<file path="src/rtl/bpa_pkg.sv">
// Types, codes and helper functions shared by the bitmap page allocator
`timescale 1ns / 1ps

package bpa_pkg;

  localparam int CNT_W          = 13;
  localparam int ALLOC_W        = 24;
  localparam int PADDR_W        = 32;
  localparam int WORD_BITS      = 64;
  localparam int BIT_W          = 6;
  localparam int CFG_IDX_W      = 2;
  localparam int RESERVED_BYTES = 2 * 1024 * 1024;
  localparam int PAGE_TOTAL_RST = 4096;

  localparam logic [1:0] MODE_ALLOC = 2'd0;
  localparam logic [1:0] MODE_FREE  = 2'd1;
  localparam logic [1:0] MODE_INIT  = 2'd2;
  localparam logic [1:0] MODE_STATS = 2'd3;

  localparam logic [1:0] STAT_DONE    = 2'd0;
  localparam logic [1:0] STAT_NO_PAGE = 2'd1;
  localparam logic [1:0] STAT_IGNORED = 2'd2;

  localparam logic [CFG_IDX_W-1:0] REG_PAGE_TOTAL = 2'd0;
  localparam logic [CFG_IDX_W-1:0] REG_RESERVED   = 2'd1;

  typedef struct packed {
    logic [1:0]         mode;
    logic [PADDR_W-1:0] page_address;
  } in_beat_t;

  typedef struct packed {
    logic [ALLOC_W-1:0] alloc_address;
    logic [1:0]         status;
    logic [CNT_W-1:0]   total_count;
    logic [CNT_W-1:0]   free_count_out;
    logic [CNT_W-1:0]   used_count;
  } out_beat_t;

  // bits of map word w that hold pages below lim
  function automatic logic [WORD_BITS-1:0] word_mask(logic [31:0] w, logic [CNT_W-1:0] lim);
    logic [31:0] full;
    logic [WORD_BITS-1:0] m;
    full = 32'(lim >> BIT_W);
    if (w < full) begin
      m = '1;
    end else if (w == full) begin
      m = (WORD_BITS'(1) << lim[BIT_W-1:0]) - WORD_BITS'(1);
    end else begin
      m = '0;
    end
    return m;
  endfunction

  function automatic logic [BIT_W-1:0] lowest_set(logic [WORD_BITS-1:0] v);
    logic [BIT_W-1:0] r;
    r = '0;
    for (int i = WORD_BITS - 1; i >= 0; i--) begin
      if (v[i]) begin
        r = BIT_W'(i);
      end
    end
    return r;
  endfunction

endpackage

</file>
<file path="src/rtl/bpa_pgdiv.sv">
// Byte address to page index conversion, a registered shift by the page size
`timescale 1ns / 1ps

module bpa_pgdiv #(
  parameter int PAGE_BYTES = 4096
) (
  input  logic                        clk,
  input  logic                        rst,
  input  logic                        start,
  input  logic [bpa_pkg::PADDR_W-1:0] dividend,
  output logic                        done,
  output logic [bpa_pkg::CNT_W-1:0]   page
);

  localparam int PG_SHIFT = $clog2(PAGE_BYTES);

  // dividend is below active_total * PAGE_BYTES, so the quotient fits CNT_W bits
  always_ff @(posedge clk) begin
    if (rst) begin
      done <= 1'b0;
    end else begin
      done <= start;
    end
    if (start) begin
      page <= bpa_pkg::CNT_W'(dividend >> PG_SHIFT);
    end
  end

endmodule

</file>
<file path="config.mk">
export PLATFORM = sky130hd
export DESIGN_NAME = bpa_pgdiv
export DESIGN_NICKNAME = d
export VERILOG_FILES = /design/src/rtl/bpa_pkg.sv /design/src/rtl/bpa_pgdiv.sv
export SDC_FILE = /design/constraint.sdc
export NUM_CORES = 1
export LEC_CHECK = 0
export ABC_AREA = 1
export BUFFER_PORTS_ARGS = -buffer_cell sky130_fd_sc_hd__buf_2
export CAP_MARGIN = 20
export CORE_AREA = 2 2 39 41
export DETAILED_ROUTE_END_ITERATION = 10
export DIE_AREA = 0 0 41 43
export PLACE_DENSITY = 0.79
export REMOVE_ABC_BUFFERS = 1
export SETUP_SLACK_MARGIN = 0.15
export SYNTH_ARGS = -nofsm -noshare
export SYNTH_HDL_FRONTEND = slang
export SYNTH_SLANG_ARGS = --single-unit
</file>
<file path="constraint.sdc">
create_clock -name clk -period 0.8 [get_ports clk]
set_input_delay 0.08 -clock clk [delete_from_list [all_inputs] [get_ports clk]]
set_output_delay 0.08 -clock clk [all_outputs]
set_load 0.05 [all_outputs]
</file>
==> impl_metrics.sql <==
INSERT INTO impl_metrics (metric_group, metric, value, unit) VALUES
('status', 'status', 'finished with violations', ''),
('status', 'failed_checks', 'negative hold slack, negative setup slack', ''),
('logic_synthesis', 'portion_of_netlist_area_occupied_by_mux_cells', '0', '%'),
('floorplanning', 'floorplan.core_area', '1380', 'µm²'),
('timing', 'setup_viol', '14', ''),
('timing', 'rsz_0062_raised_after_global_routing', 'yes', ''),
('timing', 'worst_pin_slew', '0.310', 'ns'),
('grt', 'grt_pass1_vias', '295', ''),
('setup_path', 'cp_num_buf_inv', '1', ''),
('routing', 'routed_via_count', '273', ''),
('layout', 'insertedDiodeCount', '0', ''),
('clock_network', 'clock_buffer_depth', '2', ''),
('timing', 'final.setup.worst_slack', '-0.115', 'ns'),
('grt', 'globalRouteOverflowTotal', '0', ''),
('layout', 'fin_nets', '86', ''),
('clock_network', 'cts_tree', 'done', ''),
('power_and_ir_drop', 'p_leak', '0.307', 'nW'),
('routing', 'antenna_left', '0', ''),
('logic_synthesis', 'synthesis.instances', '16', ''),
('placement', 'number_of_buffer_cells_added_on_primary_ports', '29', ''),
('hold_path', 'holdCritPathClass', 'input pin to register', ''),
('hold_path', 'hold_end', 'page[7]', ''),
('timing', 'max_freq', '1.09', 'GHz'),
('logic_synthesis', 'synth_warnings', '0', ''),
('setup_path', 'cpLargestDelayFamily', 'flip-flops', ''),
('timing', 'hold_viol_final', '13', ''),
('grt', 'grt_antenna_before_repair', '0', ''),
('placement', 'placed_cells_incl_taps', '61', ''),
('setup_path', 'slowest_stage', 'sky130_fd_sc_hd__edfxtp_1', ''),
('floorplanning', 'design.die.area', '1760', 'µm²'),
('setup_path', 'worstSetupEndpointType', 'output pin', ''),
('setup_path', 'critical_path_peak_fanout', '1', ''),
('placement', 'finalWeightedCongestion', '0.563', ''),
('setup_path', 'setup.worst_path.start_class', 'register', ''),
('routing', 'detail_route.wl_per_cell', '12.3', 'µm'),
('routing', 'via_per_inst', '4.14', ''),
('logic_synthesis', 'combinational_family_with_the_most_area_after_synthesis', 'simple AND/OR/NAND/NOR gates', ''),
('hold_path', 'worstHoldPathCells', '1', ''),
('routing', 'dr.first_iter.drc_count', '2', ''),
('timing', 'finalCriticalPeriod', '0.915', 'ns'),
('clock_network', 'clock_tree.htree_level_count', '1', ''),
('logic_synthesis', 'syn-cell-area', '420', 'µm²'),
('floorplanning', 'fp.dieH', '43', 'µm'),
('clock_network', 'postCtsHoldBufs', '1', ''),
('clock_network', 'cts_sinks', '14', ''),
('routing', 'remaining_drc_errors', '0', ''),
('routing', 'finalWirelength', '814', 'µm'),
('logic_synthesis', 'compound_gate_fraction_of_synth_area', '0', '%'),
('floorplanning', 'std_cell_rows', '14', ''),
('floorplanning', 'ports_placed_on_the_boundary', '49', ''),
('logic_synthesis', 'synth_fa_ha_area_share', '0', '%'),
('timing', 'slew_headroom', '79.3', '%'),
('run', 'max-cap-violations', '0', ''),
('placement', 'dp_worst_setup_slack', '0.0815', 'ns'),
('timing', 'hold_slack', '-0.0222', 'ns'),
('hold_path', 'hold_path.startpoint', 'dividend[19]', ''),
('timing', 'slew_violations', '0', ''),
('layout', 'post_route_utilization', '51.6', '%'),
('grt', 'grt_start_max_net_pins', '15', ''),
('setup_path', 'max_stage_delay', '0.40', 'ns'),
('timing', 'timing.final.crit_share', '114', '%'),
('power_and_ir_drop', 'ir_drop', '1.07', 'mV'),
('logic_synthesis', 'postSynthAreaPerCell', '26.3', 'µm²'),
('setup_path', 'critical_path_arrival', '0.83', 'ns'),
('clock_network', 'post_cts.repair.setup_buffers', '0', ''),
('floorplanning', 'die_width', '41', 'µm'),
('logic_synthesis', 'netlist-cell-type-count', '4', ''),
('grt', 'grt_use_total', '10.9', '%'),
('setup_path', 'path_type_of_the_worst_setup_path', 'register to output pin', ''),
('logic_synthesis', 'postSynthRegisterBits', '14', ''),
('logic_synthesis', 'yosys.area_share.simple', '1.49', '%');
-- power by group --
| group | switching (mW) | internal [mW] | total (mW) |
|---|---|---|---|
| registers | 0.0247 | 0.863 | 0.887 |
| logic | 0.237 | 0.133 | 0.369 |
| clock network | 0.211 | 0.193 | 0.404 |
| total | 0.472 | 1.19 | 1.66 |
-- metrics by stage --
stage / TNS, ns / instance area [µm²] / power [mW]
after detailed placement: 0 / 586 / 1.19
after global placement: 0 / 586 / 1.18
after floorplan: 0 / 420 / 1.09
final: -1.35 / 714 / 1.66
after global routing: -1.93 / 714 / 1.74
after CTS: -1.60 / 711 / 1.69
-- cells by family (layout without fill, tap and decap cells) --
| group | after synthesis | count (layout) |
|---|---|---|
| DFF | 14 | 14 |
| and+or+nand+nor | 1 | 1 |
| buffers and inverters | 1 | 35 |
-- placed cells by master, fill, tap and decap left out --
master,instances
sky130_fd_sc_hd__buf_8,1
sky130_fd_sc_hd__nor2_2,1
sky130_fd_sc_hd__edfxtp_1,13
sky130_fd_sc_hd__dlygate4sd3_1,1
sky130_fd_sc_hd__inv_1,1
sky130_fd_sc_hd__clkbuf_4,3
sky130_fd_sc_hd__buf_2,15
sky130_fd_sc_hd__buf_6,13
sky130_fd_sc_hd__dfxtp_2,1
sky130_fd_sc_hd__clkbuf_1,1
-- how the worst max path moves through the flow --
| stage | end | slack, ns | startpoint | depth (start not counted) |
|---|---|---|---|---|
| 6_report | page[12] | -0.11 | page[12] | 1 |
| 2_1_floorplan | page[0] | 0.12 | page[0] | 0 |
| 3_5_place_dp | page[1] | 0.08 | start | 1 |
| 4_1_cts | page[12] | -0.14 | page[12] | 1 |
| 3_3_place_gp | page[4] | 0.10 | start | 1 |
| 5_1_grt | page[4] | -0.17 | page[4] | 1 |
-- registers in the layout, indices dropped and copies added (netlist names) --
| register | cells |
|---|---|
| page | 13 |
| done | 1 |
-- cell usage after synthesis --
master | n | area [µm²]
sky130_fd_sc_hd__inv_1 | 1 | 3.75
sky130_fd_sc_hd__edfxtp_1 | 13 | 390
sky130_fd_sc_hd__nor2_2 | 1 | 6.26
sky130_fd_sc_hd__dfxtp_1 | 1 | 20.0
-- repair_timing --
item / CTS / global route
endpoints found under the hold margin: 14 / 13
gates cloned: 0 / 0
resized for setup: 29 / 1
pin swaps: 0 / 0
setup endpoints to repair: 14 / 14
-- routing by layer --
layer	share of wire, %	global-route usage (%)	wire (µm)	up-vias
li1	-	-	-	127
met1	30	9.62	244	126
met2	55	17.8	450	20
met3	15	4.71	120	0
met4	0	8.00	0	0
met5	0	0	0	-
-- final cells by class --
type	instances	area, µm²
tap	16	20.0
fill	121	669
multi-input combinational	1	6.26
clock buffer	4	26.3
timing repair buffer	30	246
inverter	1	3.75
sequential	14	412
Power figures use the tool's default switching activity.
